===== config.mk =====
export PLATFORM = sky130hd
export DESIGN_NAME = enveloped_lcg_noise_generator_flat
export DESIGN_NICKNAME = d
export VERILOG_FILES = /design/src/rtl/elcg_pkg.sv /design/src/rtl/elcg_in_if.sv /design/src/rtl/elcg_out_if.sv /design/src/rtl/elcg_cfg_if.sv /design/src/rtl/elcg_serial_mul.sv /design/src/rtl/enveloped_lcg_noise_generator.sv /design/src/flat_wrapper.sv
export SDC_FILE = /design/constraint.sdc
export NUM_CORES = 2
export LEC_CHECK = 0
export BUFFER_PORTS_ARGS = -buffer_cell sky130_fd_sc_hd__buf_4
export CORE_UTILIZATION = 57
export CTS_CLUSTER_SIZE = 40
export DETAILED_ROUTE_END_ITERATION = 8
export HOLD_SLACK_MARGIN = 0.02
export PLACE_DENSITY = 0.76
export SYNTH_ARGS = -nofsm -noshare
export SYNTH_HDL_FRONTEND = slang
export SYNTH_HIERARCHICAL = 1
export SYNTH_SLANG_ARGS = --single-unit

===== constraint.sdc =====
create_clock -name clk -period 5 [get_ports clk]
set_input_delay 1 -clock clk [delete_from_list [all_inputs] [get_ports clk]]
set_output_delay 1 -clock clk [all_outputs]
set_load 0.005 [all_outputs]

===== src/rtl/elcg_pkg.sv =====
// Shared constants and codes for the enveloped LCG noise generator.
// Depends on nothing; the other files that use it refer to it by scoped names.
`default_nettype none

package elcg_pkg;

  // Widths of the configuration port and the payload fields.
  localparam int CFG_IDX_W  = 3;
  localparam int CFG_DATA_W = 32;
  localparam int LEN_W      = 23;
  localparam int STEP_W     = 17;
  localparam int VOL_W      = 8;
  localparam int FACTOR_W   = 32;
  localparam int SAMPLE_W   = 18;
  localparam int PHASE_W    = 17;
  localparam int RNG_W      = 32;

  // Width of the serial multiplier's multiplier operand.
  localparam int MUL_B_W = 32;

  // Default values of the top-level parameters.
  localparam int AMP_FRAC_BITS_DEF = 48;
  localparam int COUNT_BITS_DEF    = 23;

  // Register reset values.
  localparam logic [LEN_W-1:0]    ATTACK_LEN_RST  = 23'd768;
  localparam logic [LEN_W-1:0]    SUSTAIN_LEN_RST = 23'd768;
  localparam logic [LEN_W-1:0]    RELEASE_LEN_RST = 23'd24576;
  localparam logic [STEP_W-1:0]   COLOR_STEP_RST  = 17'd65536;
  localparam logic [VOL_W-1:0]    VOLUME_RST      = 8'd128;
  localparam logic [FACTOR_W-1:0] UNITY_Q30       = 32'h4000_0000;

  // Noise source constants.
  localparam logic [RNG_W-1:0] LCG_MUL  = 32'd1103515245;
  localparam logic [RNG_W-1:0] LCG_INC  = 32'd12345;
  localparam logic [RNG_W-1:0] RNG_SEED = 32'h16BA_2118;
  localparam logic [30:0]      LCG_MID  = 31'h4000_0000;

  // Limits of a noise point.
  localparam logic [SAMPLE_W-1:0] PT_POS_MAX = 18'h1FFFF;
  localparam logic [SAMPLE_W-1:0] PT_MAG_MAX = 18'h20000;

  // Configuration register indexes.
  typedef enum logic [CFG_IDX_W-1:0] {
    CFG_ATTACK_LEN  = 3'd0,
    CFG_SUSTAIN_LEN = 3'd1,
    CFG_RELEASE_LEN = 3'd2,
    CFG_COLOR_STEP  = 3'd3,
    CFG_VOLUME      = 3'd4,
    CFG_ATTACK_FAC  = 3'd5,
    CFG_RELEASE_FAC = 3'd6
  } cfg_reg_t;

endpackage

`default_nettype wire


===== src/rtl/elcg_in_if.sv =====
// Input channel of the noise generator: trigger, stop and sample tick.
// Depends on nothing.
`default_nettype none

interface elcg_in_if;
  logic valid;
  logic ready;
  logic trigger;
  logic stop_now;
  logic sample_tick;

  modport source (output valid, output trigger, output stop_now, output sample_tick,
                  input ready);
  modport sink (input valid, input trigger, input stop_now, input sample_tick,
                output ready);
endinterface

`default_nettype wire


===== src/rtl/elcg_out_if.sv =====
// Result channel of the noise generator: one sample and the activity flag.
// Depends on elcg_pkg for the sample width.
`default_nettype none

interface elcg_out_if;
  logic                                  valid;
  logic                                  ready;
  logic signed [elcg_pkg::SAMPLE_W-1:0]  sample_out;
  logic                                  voice_active;

  modport source (output valid, output sample_out, output voice_active, input ready);
  modport sink (input valid, input sample_out, input voice_active, output ready);
endinterface

`default_nettype wire


===== src/rtl/elcg_cfg_if.sv =====
// Configuration write channel of the noise generator.
// Depends on elcg_pkg for the index and data widths.
`default_nettype none

interface elcg_cfg_if;
  logic                              valid;
  logic                              ready;
  logic [elcg_pkg::CFG_IDX_W-1:0]    index;
  logic [elcg_pkg::CFG_DATA_W-1:0]   data;

  modport source (output valid, output index, output data, input ready);
  modport sink (input valid, input index, input data, output ready);
endinterface

`default_nettype wire


===== src/rtl/elcg_serial_mul.sv =====
// Bit-serial unsigned shift-add multiplier, one multiplier bit per cycle.
// Depends on nothing; used by the noise generator top level.
`default_nettype none

module elcg_serial_mul #(
  parameter int AW = 40,
  parameter int BW = 32
) (
  input  wire logic             clk,
  input  wire logic             rst_n,
  input  wire logic             start,
  input  wire logic [AW-1:0]    a,
  input  wire logic [BW-1:0]    b,
  output logic                  done,
  output logic [AW+BW-1:0]      p
);

  localparam int CNT_W = $clog2(BW + 1);

  logic [AW+BW-1:0] acc_r;
  logic [AW-1:0]    a_r;
  logic [BW-1:0]    b_r;
  logic [CNT_W-1:0] cnt_r;
  logic             busy_r;
  logic             done_r;
  logic [AW:0]      sum;

  // The upper part of the accumulator takes the partial product; the whole
  // accumulator then shifts right one place.
  assign sum = {1'b0, acc_r[AW+BW-1:BW]} + (b_r[0] ? {1'b0, a_r} : '0);

  always_ff @(posedge clk) begin
    if (!rst_n) begin
      busy_r <= 1'b0;
      done_r <= 1'b0;
      cnt_r  <= '0;
      acc_r  <= '0;
      a_r    <= '0;
      b_r    <= '0;
    end else begin
      // Done pulses for one cycle after the last shift.
      done_r <= busy_r && !start && (cnt_r == CNT_W'(1));
      if (start) begin
        acc_r  <= '0;
        a_r    <= a;
        b_r    <= b;
        cnt_r  <= CNT_W'(BW);
        busy_r <= 1'b1;
      end else if (busy_r) begin
        acc_r <= {sum, acc_r[BW-1:1]};
        b_r   <= b_r >> 1;
        cnt_r <= cnt_r - 1'b1;
        if (cnt_r == CNT_W'(1)) begin
          busy_r <= 1'b0;
        end
      end
    end
  end

  assign done = done_r;
  assign p    = acc_r;

endmodule

`default_nettype wire


===== src/rtl/enveloped_lcg_noise_generator.sv =====
// Top level of the enveloped LCG noise voice: envelope, noise points and
// interpolation sequenced around one shared serial multiplier.
// Depends on elcg_pkg, the three channel interfaces and elcg_serial_mul.
//
// Usage: each input transaction carries a trigger, a stop and a sample tick.
// Trigger and stop take effect in the cycle the transaction is accepted.
// A transaction without a sample tick returns no result and leaves the input
// open in the next cycle. A tick while the voice is idle passes through the
// output step and presents a zero sample once the output register is free.
// A tick on an active voice runs a chain of multiplications through the
// bit-serial multiplier (one multiplier bit per cycle), each made of a start,
// a load of the operands and one shift per multiplier bit: interpolation and
// amplitude update always, plus the LCG step and the point scaling when the
// phase wraps and a new noise point is drawn. Items are processed one at a
// time.
// The result sits in an output register; the input is accepted again in the
// cycle after that register is loaded. While the receiver stalls with a
// result still held, the next result waits in its final state and the input
// stays closed. Configuration writes are always accepted and should be done
// while the voice has no transaction in flight.
// Reset (rst_n low, synchronous) restores register defaults, puts the envelope
// in idle, clears points and phase and reseeds the LCG.
`default_nettype none

module enveloped_lcg_noise_generator #(
  parameter int AMP_FRAC_BITS = elcg_pkg::AMP_FRAC_BITS_DEF,
  parameter int COUNT_BITS    = elcg_pkg::COUNT_BITS_DEF
) (
  input wire logic     clk,
  input wire logic     rst_n,
  elcg_in_if.sink      in_ch,
  elcg_out_if.source   out_ch,
  elcg_cfg_if.sink     cfg_ch
);

  // Amplitude width; it saturates at all ones.
  localparam int AMPW = AMP_FRAC_BITS - 8;
  localparam int MBW  = elcg_pkg::MUL_B_W;
  localparam int PW   = AMPW + MBW;
  localparam int QW   = PW - AMP_FRAC_BITS;
  localparam logic [AMPW-1:0] AMP_MIN =
      AMPW'(((64'd1 << (AMP_FRAC_BITS - 16)) + 64'd5000) / 64'd10000);
  localparam logic [AMPW-1:0] AMP_MAX = '1;

  typedef enum logic [1:0] {
    ENV_ATTACK  = 2'd0,
    ENV_SUSTAIN = 2'd1,
    ENV_RELEASE = 2'd2,
    ENV_IDLE    = 2'd3
  } env_t;

  typedef enum logic [2:0] {
    SQ_IDLE, SQ_INTERP, SQ_AMP, SQ_LCG, SQ_POINT, SQ_FINISH, SQ_OUT
  } seq_t;

  // Configuration registers.
  logic [elcg_pkg::LEN_W-1:0]    attack_len_r, sustain_len_r, release_len_r;
  logic [elcg_pkg::STEP_W-1:0]   color_step_r;
  logic [elcg_pkg::VOL_W-1:0]    volume_r;
  logic [elcg_pkg::FACTOR_W-1:0] attack_fac_r, release_fac_r;

  // Voice state.
  seq_t                           seq_r;
  env_t                           stage_r;
  logic [COUNT_BITS-1:0]          cnt_r;
  logic [AMPW-1:0]                amp_r;
  logic [elcg_pkg::FACTOR_W-1:0]  mult_r;
  logic [elcg_pkg::SAMPLE_W-1:0]  prev_r, next_r;
  logic [elcg_pkg::PHASE_W-1:0]   phase_r;
  logic [elcg_pkg::RNG_W-1:0]     rng_r;
  logic                           pt_neg_r;
  logic [elcg_pkg::SAMPLE_W-1:0]  val_r;
  logic                           act_r;

  // Output register.
  logic                           out_valid_r;
  logic [elcg_pkg::SAMPLE_W-1:0]  out_sample_r;
  logic                           out_active_r;

  // Multiplier request.
  logic                           mul_start_r;
  logic [AMPW-1:0]                mul_a_r;
  logic [MBW-1:0]                 mul_b_r;
  logic                           mul_done;
  logic [PW-1:0]                  mul_p;

  elcg_serial_mul #(
    .AW (AMPW),
    .BW (MBW)
  ) u_mul (
    .clk   (clk),
    .rst_n (rst_n),
    .start (mul_start_r),
    .a     (mul_a_r),
    .b     (mul_b_r),
    .done  (mul_done),
    .p     (mul_p)
  );

  logic in_acc;
  logic out_free;
  assign in_ch.ready  = (seq_r == SQ_IDLE);
  assign in_acc       = in_ch.valid && in_ch.ready;
  assign cfg_ch.ready = 1'b1;
  assign out_free     = !out_valid_r || out_ch.ready;

  // Difference between points, as sign and magnitude for the unsigned multiplier.
  logic [elcg_pkg::SAMPLE_W:0] diff, diff_mag;
  logic                        diff_neg;
  assign diff     = {next_r[elcg_pkg::SAMPLE_W-1], next_r} -
                    {prev_r[elcg_pkg::SAMPLE_W-1], prev_r};
  assign diff_neg = diff[elcg_pkg::SAMPLE_W];
  assign diff_mag = diff_neg ? -diff : diff;

  // Interpolation: prev + floor(diff * phase / 65536).
  logic [35:0]                   interp_t;
  logic [elcg_pkg::SAMPLE_W-1:0] interp_val;
  assign interp_t   = diff_neg ? -{1'b0, mul_p[34:0]} : {1'b0, mul_p[34:0]};
  assign interp_val = prev_r + interp_t[33:16];

  // Amplitude update: floor(amp * factor / 2^30), saturated.
  logic [AMPW+1:0] amp_q;
  logic [AMPW-1:0] amp_new;
  assign amp_q   = mul_p[AMPW+31:30];
  assign amp_new = (amp_q[AMPW+1:AMPW] != 2'b00) ? AMP_MAX : amp_q[AMPW-1:0];

  // Phase advance.
  logic [elcg_pkg::PHASE_W-1:0] phase_sum;
  assign phase_sum = phase_r + color_step_r;

  // LCG step, centered on zero.
  logic [elcg_pkg::RNG_W-1:0] lcg_new;
  logic [30:0]                low31, lcg_mag;
  logic                       lcg_neg;
  assign lcg_new = mul_p[elcg_pkg::RNG_W-1:0] + elcg_pkg::LCG_INC;
  assign low31   = lcg_new[30:0];
  assign lcg_neg = !low31[30];
  assign lcg_mag = lcg_neg ? (elcg_pkg::LCG_MID - low31) : (low31 - elcg_pkg::LCG_MID);

  // Noise point: amp * mag / 2^AMP_FRAC_BITS, saturated to 18-bit signed.
  logic [QW-1:0]                 pt_q;
  logic [elcg_pkg::SAMPLE_W-1:0] pt_mag, pt_val;
  assign pt_q   = mul_p[PW-1:AMP_FRAC_BITS];
  assign pt_mag = (pt_q > QW'(elcg_pkg::PT_MAG_MAX)) ? elcg_pkg::PT_MAG_MAX
                                                      : pt_q[elcg_pkg::SAMPLE_W-1:0];
  assign pt_val = pt_neg_r ? -pt_mag
                : ((pt_mag == elcg_pkg::PT_MAG_MAX) ? elcg_pkg::PT_POS_MAX : pt_mag);

  // Envelope after the trigger and stop of the item being accepted.
  logic trig_go;
  env_t ev_stage;
  assign trig_go  = in_ch.trigger && (volume_r != '0);
  assign ev_stage = in_ch.stop_now ? ENV_IDLE : (trig_go ? ENV_ATTACK : stage_r);

  // A multiplication starts whenever the sequence moves on to a step that needs one.
  logic mul_go;
  always_comb begin
    case (seq_r)
      SQ_IDLE:   mul_go = in_acc && in_ch.sample_tick && (ev_stage != ENV_IDLE);
      SQ_INTERP: mul_go = mul_done;
      SQ_AMP:    mul_go = mul_done && phase_sum[elcg_pkg::PHASE_W-1];
      SQ_LCG:    mul_go = mul_done;
      default:   mul_go = 1'b0;
    endcase
  end

  always_ff @(posedge clk) begin
    if (!rst_n) begin
      attack_len_r  <= elcg_pkg::ATTACK_LEN_RST;
      sustain_len_r <= elcg_pkg::SUSTAIN_LEN_RST;
      release_len_r <= elcg_pkg::RELEASE_LEN_RST;
      color_step_r  <= elcg_pkg::COLOR_STEP_RST;
      volume_r      <= elcg_pkg::VOLUME_RST;
      attack_fac_r  <= elcg_pkg::UNITY_Q30;
      release_fac_r <= elcg_pkg::UNITY_Q30;
      seq_r         <= SQ_IDLE;
      stage_r       <= ENV_IDLE;
      cnt_r         <= '0;
      amp_r         <= '0;
      mult_r        <= '0;
      prev_r        <= '0;
      next_r        <= '0;
      phase_r       <= '0;
      rng_r         <= elcg_pkg::RNG_SEED;
      pt_neg_r      <= 1'b0;
      val_r         <= '0;
      act_r         <= 1'b0;
      out_valid_r   <= 1'b0;
      out_sample_r  <= '0;
      out_active_r  <= 1'b0;
      mul_start_r   <= 1'b0;
      mul_a_r       <= '0;
      mul_b_r       <= '0;
    end else begin
      mul_start_r <= mul_go;

      if (cfg_ch.valid) begin
        case (cfg_ch.index)
          elcg_pkg::CFG_ATTACK_LEN:  attack_len_r  <= cfg_ch.data[elcg_pkg::LEN_W-1:0];
          elcg_pkg::CFG_SUSTAIN_LEN: sustain_len_r <= cfg_ch.data[elcg_pkg::LEN_W-1:0];
          elcg_pkg::CFG_RELEASE_LEN: release_len_r <= cfg_ch.data[elcg_pkg::LEN_W-1:0];
          elcg_pkg::CFG_COLOR_STEP:  color_step_r  <= cfg_ch.data[elcg_pkg::STEP_W-1:0];
          elcg_pkg::CFG_VOLUME:      volume_r      <= cfg_ch.data[elcg_pkg::VOL_W-1:0];
          elcg_pkg::CFG_ATTACK_FAC:  attack_fac_r  <= cfg_ch.data[elcg_pkg::FACTOR_W-1:0];
          elcg_pkg::CFG_RELEASE_FAC: release_fac_r <= cfg_ch.data[elcg_pkg::FACTOR_W-1:0];
          default: ;
        endcase
      end

      // The output register is loaded from the last step and held until taken.
      out_valid_r <= ((seq_r == SQ_OUT) && out_free) || (out_valid_r && !out_ch.ready);

      case (seq_r)
        SQ_IDLE: begin
          if (in_acc) begin
            stage_r <= ev_stage;
            if (trig_go) begin
              cnt_r  <= COUNT_BITS'(attack_len_r);
              amp_r  <= AMP_MIN;
              mult_r <= attack_fac_r;
            end
            if (in_ch.sample_tick) begin
              if (ev_stage != ENV_IDLE) begin
                act_r   <= 1'b1;
                mul_a_r <= AMPW'(diff_mag);
                mul_b_r <= MBW'(phase_r);
                seq_r   <= SQ_INTERP;
              end else begin
                act_r <= 1'b0;
                val_r <= '0;
                seq_r <= SQ_OUT;
              end
            end
          end
        end
        SQ_INTERP: begin
          if (mul_done) begin
            val_r   <= interp_val;
            mul_a_r <= amp_r;
            mul_b_r <= mult_r;
            seq_r   <= SQ_AMP;
          end
        end
        SQ_AMP: begin
          if (mul_done) begin
            amp_r   <= amp_new;
            phase_r <= phase_sum;
            if (phase_sum[elcg_pkg::PHASE_W-1]) begin
              // A new noise point is due.
              prev_r  <= next_r;
              mul_a_r <= AMPW'(rng_r);
              mul_b_r <= elcg_pkg::LCG_MUL;
              seq_r   <= SQ_LCG;
            end else begin
              seq_r <= SQ_FINISH;
            end
          end
        end
        SQ_LCG: begin
          if (mul_done) begin
            rng_r    <= {1'b0, low31} - {1'b0, elcg_pkg::LCG_MID};
            pt_neg_r <= lcg_neg;
            mul_a_r  <= amp_r;
            mul_b_r  <= MBW'(lcg_mag);
            seq_r    <= SQ_POINT;
          end
        end
        SQ_POINT: begin
          if (mul_done) begin
            next_r  <= pt_val;
            phase_r <= {1'b0, phase_r[elcg_pkg::PHASE_W-2:0]};
            seq_r   <= SQ_FINISH;
          end
        end
        SQ_FINISH: begin
          // Stage countdown; a zero length behaves as one sample.
          if (cnt_r > COUNT_BITS'(1)) begin
            cnt_r <= cnt_r - 1'b1;
          end else begin
            case (stage_r)
              ENV_ATTACK: begin
                stage_r <= ENV_SUSTAIN;
                cnt_r   <= COUNT_BITS'(sustain_len_r);
                mult_r  <= elcg_pkg::UNITY_Q30;
              end
              ENV_SUSTAIN: begin
                stage_r <= ENV_RELEASE;
                cnt_r   <= COUNT_BITS'(release_len_r);
                mult_r  <= release_fac_r;
              end
              default: begin
                stage_r <= ENV_IDLE;
                cnt_r   <= '0;
              end
            endcase
          end
          seq_r <= SQ_OUT;
        end
        SQ_OUT: begin
          if (out_free) begin
            out_sample_r <= val_r;
            out_active_r <= act_r;
            seq_r        <= SQ_IDLE;
          end
        end
        default: seq_r <= SQ_IDLE;
      endcase
    end
  end

  assign out_ch.valid        = out_valid_r;
  assign out_ch.sample_out   = $signed(out_sample_r);
  assign out_ch.voice_active = out_active_r;

endmodule

`default_nettype wire

===== src/flat_wrapper.sv =====
// flat-port wrapper written by rule: the top's interface ports become plain ports
module enveloped_lcg_noise_generator_flat 
#(
  parameter int AMP_FRAC_BITS = elcg_pkg::AMP_FRAC_BITS_DEF,
  parameter int COUNT_BITS    = elcg_pkg::COUNT_BITS_DEF
)
  (clk, rst_n, in_ch_valid, in_ch_trigger, in_ch_stop_now, in_ch_sample_tick, in_ch_ready, out_ch_valid, out_ch_sample_out, out_ch_voice_active, out_ch_ready, cfg_ch_valid, cfg_ch_index, cfg_ch_data, cfg_ch_ready);
  elcg_in_if in_ch_i ();
  elcg_out_if out_ch_i ();
  elcg_cfg_if cfg_ch_i ();
  input wire logic clk;
  input wire logic rst_n;
  input wire logic [$bits(in_ch_i.valid)-1:0] in_ch_valid;
  input wire logic [$bits(in_ch_i.trigger)-1:0] in_ch_trigger;
  input wire logic [$bits(in_ch_i.stop_now)-1:0] in_ch_stop_now;
  input wire logic [$bits(in_ch_i.sample_tick)-1:0] in_ch_sample_tick;
  output wire logic [$bits(in_ch_i.ready)-1:0] in_ch_ready;
  output wire logic [$bits(out_ch_i.valid)-1:0] out_ch_valid;
  output wire logic [$bits(out_ch_i.sample_out)-1:0] out_ch_sample_out;
  output wire logic [$bits(out_ch_i.voice_active)-1:0] out_ch_voice_active;
  input wire logic [$bits(out_ch_i.ready)-1:0] out_ch_ready;
  input wire logic [$bits(cfg_ch_i.valid)-1:0] cfg_ch_valid;
  input wire logic [$bits(cfg_ch_i.index)-1:0] cfg_ch_index;
  input wire logic [$bits(cfg_ch_i.data)-1:0] cfg_ch_data;
  output wire logic [$bits(cfg_ch_i.ready)-1:0] cfg_ch_ready;
  assign in_ch_i.valid = in_ch_valid;
  assign in_ch_i.trigger = in_ch_trigger;
  assign in_ch_i.stop_now = in_ch_stop_now;
  assign in_ch_i.sample_tick = in_ch_sample_tick;
  assign in_ch_ready = in_ch_i.ready;
  assign out_ch_valid = out_ch_i.valid;
  assign out_ch_sample_out = out_ch_i.sample_out;
  assign out_ch_voice_active = out_ch_i.voice_active;
  assign out_ch_i.ready = out_ch_ready;
  assign cfg_ch_i.valid = cfg_ch_valid;
  assign cfg_ch_i.index = cfg_ch_index;
  assign cfg_ch_i.data = cfg_ch_data;
  assign cfg_ch_ready = cfg_ch_i.ready;
  enveloped_lcg_noise_generator #(.AMP_FRAC_BITS(AMP_FRAC_BITS), .COUNT_BITS(COUNT_BITS)) u_core (.clk(clk), .rst_n(rst_n), .in_ch(in_ch_i), .out_ch(out_ch_i), .cfg_ch(cfg_ch_i));
endmodule

==> results.md <==
- Power Density: 365 mW/mm²
- Mapped Area: about 0.032 mm²
- Antenna violation net count after detailed routing: 0
- Crit Path Max Fanout: 7
- Clk_skew: ~30 ps
- Largest area contributor in the netlist: dfxtp_1
- Cts bufs inserted: between 60 and 70
- Input/output buffers: 63
- Reg2reg end: u_core/val_r[16]
- CP arrival: 5320 ps
- Routed WL per cell: approximately 20 µm
- Critical path class: reg -> reg
- Layout area overhead: 11.0%
- Post-DP Area: 0.0334 mm²
- Vias: between 20000 and 30000
- Pre-CTS setup slack: -224 ps
- Post-DP HPWL: approximately 65000 µm
- Core region area: ~0.056 mm²
- Gate Count Post-Synth: 4007
- Clock Pin Slew Worst Setup and Hold Paths: about 60 ps
- Post-route minimum period: about 4800 ps
- Final hold vios: 0
- Initial antenna violation count: 1
- Synth unique cells: approximately 110
- NumNets Final: around 4000
- Post-synth EDFFs: 0
- Final hold slack: approximately 450 ps
- DRT iter0 DRCs: approximately 3300
- R2R depth: 24
- # DRC: 0
- Pin slew with the least headroom to its limit: between 1000 and 1500 ps
- YS warnings: 6
- Sequential cell area fraction in the yosys report: 37.6%
- # fillers: a little under 5000
- Synth Register Bits: 606
- Top post-synthesis cells by area: dfxtp_1 38%, nand2_1 7.8%, a21oi_1 6.0%
- Gpl congestion: 0.961
- Max Root-Sink Buffers: 3
- Grt total ovfl: 0
- Avg Inst Size Synth: between 8 and 9 µm²
- Top_reg_cell synth: dfxtp_1
- P_leak: roughly 13 nW
- TritonCTS clock tree: yes
- Status: finished clean
- Tot GR Track Use: 32.7%
- Max-slew violations: 0
- Setup ws final: between 150 and 200 ps
- R2R setup slack: about 200 ps
- Hold_buf cts: 0
- Tot Pwr: approximately 13 mW
- Row Count: between 80 and 90
- WL final: about 95000 µm
- Hold endpoint: u_core/volume_r[2]
- Worst rel slew slack: between 20% and 30%
- First-pass GRT wire length: 150000 µm
- CTS sink count: roughly 600
- FF-to-FF Start: u_core/next_r[0]
- VDD IR max: about 0.29 mV
- Die height: roughly 240 µm
- Setup crit start kind: flop
- Async S/R FF share, synth: 0%
- Syn nets: ~4200
- RSZ-0062 raised after global routing: yes
- Die X: roughly 240 µm
- Multi-input gate area: between 0.015 and 0.02 mm²
- Hold path start: u_core/volume_r[2]
- H-tree levels: 3
- CTS root buf: clkbuf_16
- Initial core utilization: about three fifths
- FF+latch area: between 0.01 and 0.015 mm²
- Via/cell ratio: 6.21
- Critical path required time: between 5000 and 6000 ps
- Fin crit share: around 96%
- Pin count of the biggest net entering global routing: 120
- Worst min path class: reg -> reg
- I/O Pins: between 60 and 70
- Drt pass-1 iters: 6
- Vias in the first global route: 26600
- CP endpoint kind: flop
- Area share of the largest cell type after synthesis: ~38%
- WHS Path Cells: 2
- Max-cap violations: 0
- Total negative slack: 0 ps
- Die Area: approximately 0.057 mm²
- Fmax: 208 MHz
- Fin area: about 0.036 mm²
- Final setup fails: 0
- Clock Latency Late Sink: 620 ps
- Fraction of layout cells with a size suffix above 1: 9.99%
[cells in the final DEF, fill, tap and decap left out, types with 67 or more instances in the layout]
master / Yosys / layout
nand3_1: 110 / 108
clkbuf_16: 0 / 67
nor3_1: 70 / 69
and2_1: 89 / 89
nand2_1: 673 / 671
a21oi_1: 385 / 383
buf_4: 5 / 168
nor2_1: 336 / 328
dfxtp_1: 606 / 602
mux2i_1: 181 / 181
o21ai_0: 193 / 191
xnor2_1: 107 / 105
ha_1: 99 / 97
[cell usage after synthesis (44+ instances only)]
library cell,number
mux2i_1,181
a21oi_1,385
xnor2_1,107
o21ai_0,193
ha_1,99
o211ai_1,44
a211oi_1,59
xor2_1,51
nor2b_1,60
clkbuf_1,233
nand2_1,673
a22oi_1,44
nor2_1,336
and2_1,89
a21o_1,45
dfxtp_1,606
inv_1,57
nand3_1,110
nor3_1,70
[power breakdown]
group,leakage (nW),internal [mW],switching (mW)
combinational,7.39,0.884,1.67
sequential,4.90,5.12,0.295
clock,1.10,3.01,2.08
total,13.4,9.01,4.04
[worst max path at each step]
| stage | start | endpoint | slack (ps) | depth (start not counted) |
|---|---|---|---|---|
| floorplan | u_core/next_r[0] | u_core/val_r[16] | 8 | 24 |
| global placement | u_core/next_r[0] | u_core/val_r[16] | -100 | 24 |
| detailed placement | u_core/next_r[0] | u_core/val_r[16] | -220 | 24 |
| CTS | u_core/next_r[0] | u_core/val_r[16] | 10 | 24 |
| global route | u_core/next_r[0] | u_core/val_r[16] | -40 | 24 |
| finish | u_core/next_r[0] | u_core/val_r[16] | 200 | 24 |
[repair_timing]
item                       CTS  global route
buffers inserted             1             5
setup endpoints to repair    3             8
gates resized for setup      4            17
pin swaps                    3             7
[metrics by stage]
step,util (%),instances
after detailed placement,60.2,4638
final,64.5,4763
after global routing,64.5,4762
after floorplan,-,4007
after CTS,64.3,4757
after global placement,60.2,4638
[sequential cells by signal (all words and copies together), names as in the netlist, 2 cells and up]
| signal | cells |
|---|---|
| u_core/release_fac_r | 32 |
| u_core/phase_r | 17 |
| u_core/val_r | 18 |
| u_core/seq_r | 3 |
| u_core/release_len_r | 23 |
| u_core/u_mul/p | 72 |
| u_core/u_mul/b_r | 32 |
| u_core/sustain_len_r | 23 |
| u_core/u_mul/a_r | 40 |
| u_core/attack_len_r | 23 |
| u_core/next_r | 18 |
| u_core/cnt_r | 23 |
| u_core/amp_r | 40 |
| u_core/out_ch.sample_out | 18 |
| u_core/color_step_r | 17 |
| u_core/prev_r | 18 |
| u_core/volume_r | 8 |
| u_core/attack_fac_r | 32 |
| u_core/mult_r | 32 |
| u_core/u_mul/cnt_r | 6 |
| u_core/stage_r | 2 |
| u_core/rng_r | 31 |
| u_core/mul_a_r | 40 |
| u_core/mul_b_r | 32 |
[per-layer routing]
| metal | vias to the layer above | wire (µm) | part of all wire [%] | GRT usage, % |
|---|---|---|---|---|
| met3 | 205 | 8340 | 8.8 | 5.83 |
| li1 | 14100 | - | - | - |
| met4 | 0 | 3140 | 3.3 | 11.5 |
| met2 | 1195 | 40900 | 43 | 48.6 |
| met5 | - | 0 | 0 | 0 |
| met1 | 14000 | 42600 | 45 | 47.0 |
[worst max-delay path, stage by stage, from the launching register on]
cell,delay [ps]
dfxtp_2,320
inv_2,70
ha_4,130
inv_2,30
fa_2,340
a21o_1,190
a221oi_2,270
or3b_4,180
nand4_1,120
a311oi_2,320
or2_1,210
buf_12,140
nand2_4,50
xnor2_2,130
ha_2,210
fa_2,340
a21o_1,180
a21o_1,190
a21oi_2,180
o21ai_2,100
a2111oi_4,420
o31ai_2,110
a31oi_1,210
mux2i_1,210
nand2_1,60
[cell families after synthesis]
| group | synth area share (%) |
|---|---|
| simple gates | 21.8 |
| compound gates | 22.0 |
| flops | 37.6 |
| buf+inv | 4.39 |
| mux | 5.73 |
| xor+xnor | 4.34 |
| fa+ha+maj | 4.09 |
| other cells | 0.0116 |
[layout make-up]
| cell class | count | area share (%) |
|---|---|---|
| Multi-Input combinational cell | 3056 | 52.7 |
| Sequential cell | 606 | 33.9 |
| Clock buffer | 93 | 5.35 |
| Timing Repair Buffer | 174 | 3.86 |
| Tap cell | 748 | 2.62 |
| Clock inverter | 25 | 0.926 |
| Inverter | 60 | 0.650 |
| Antenna cell | 1 | 0.00699 |
Note: power is estimated with default switching activity, not from simulation.
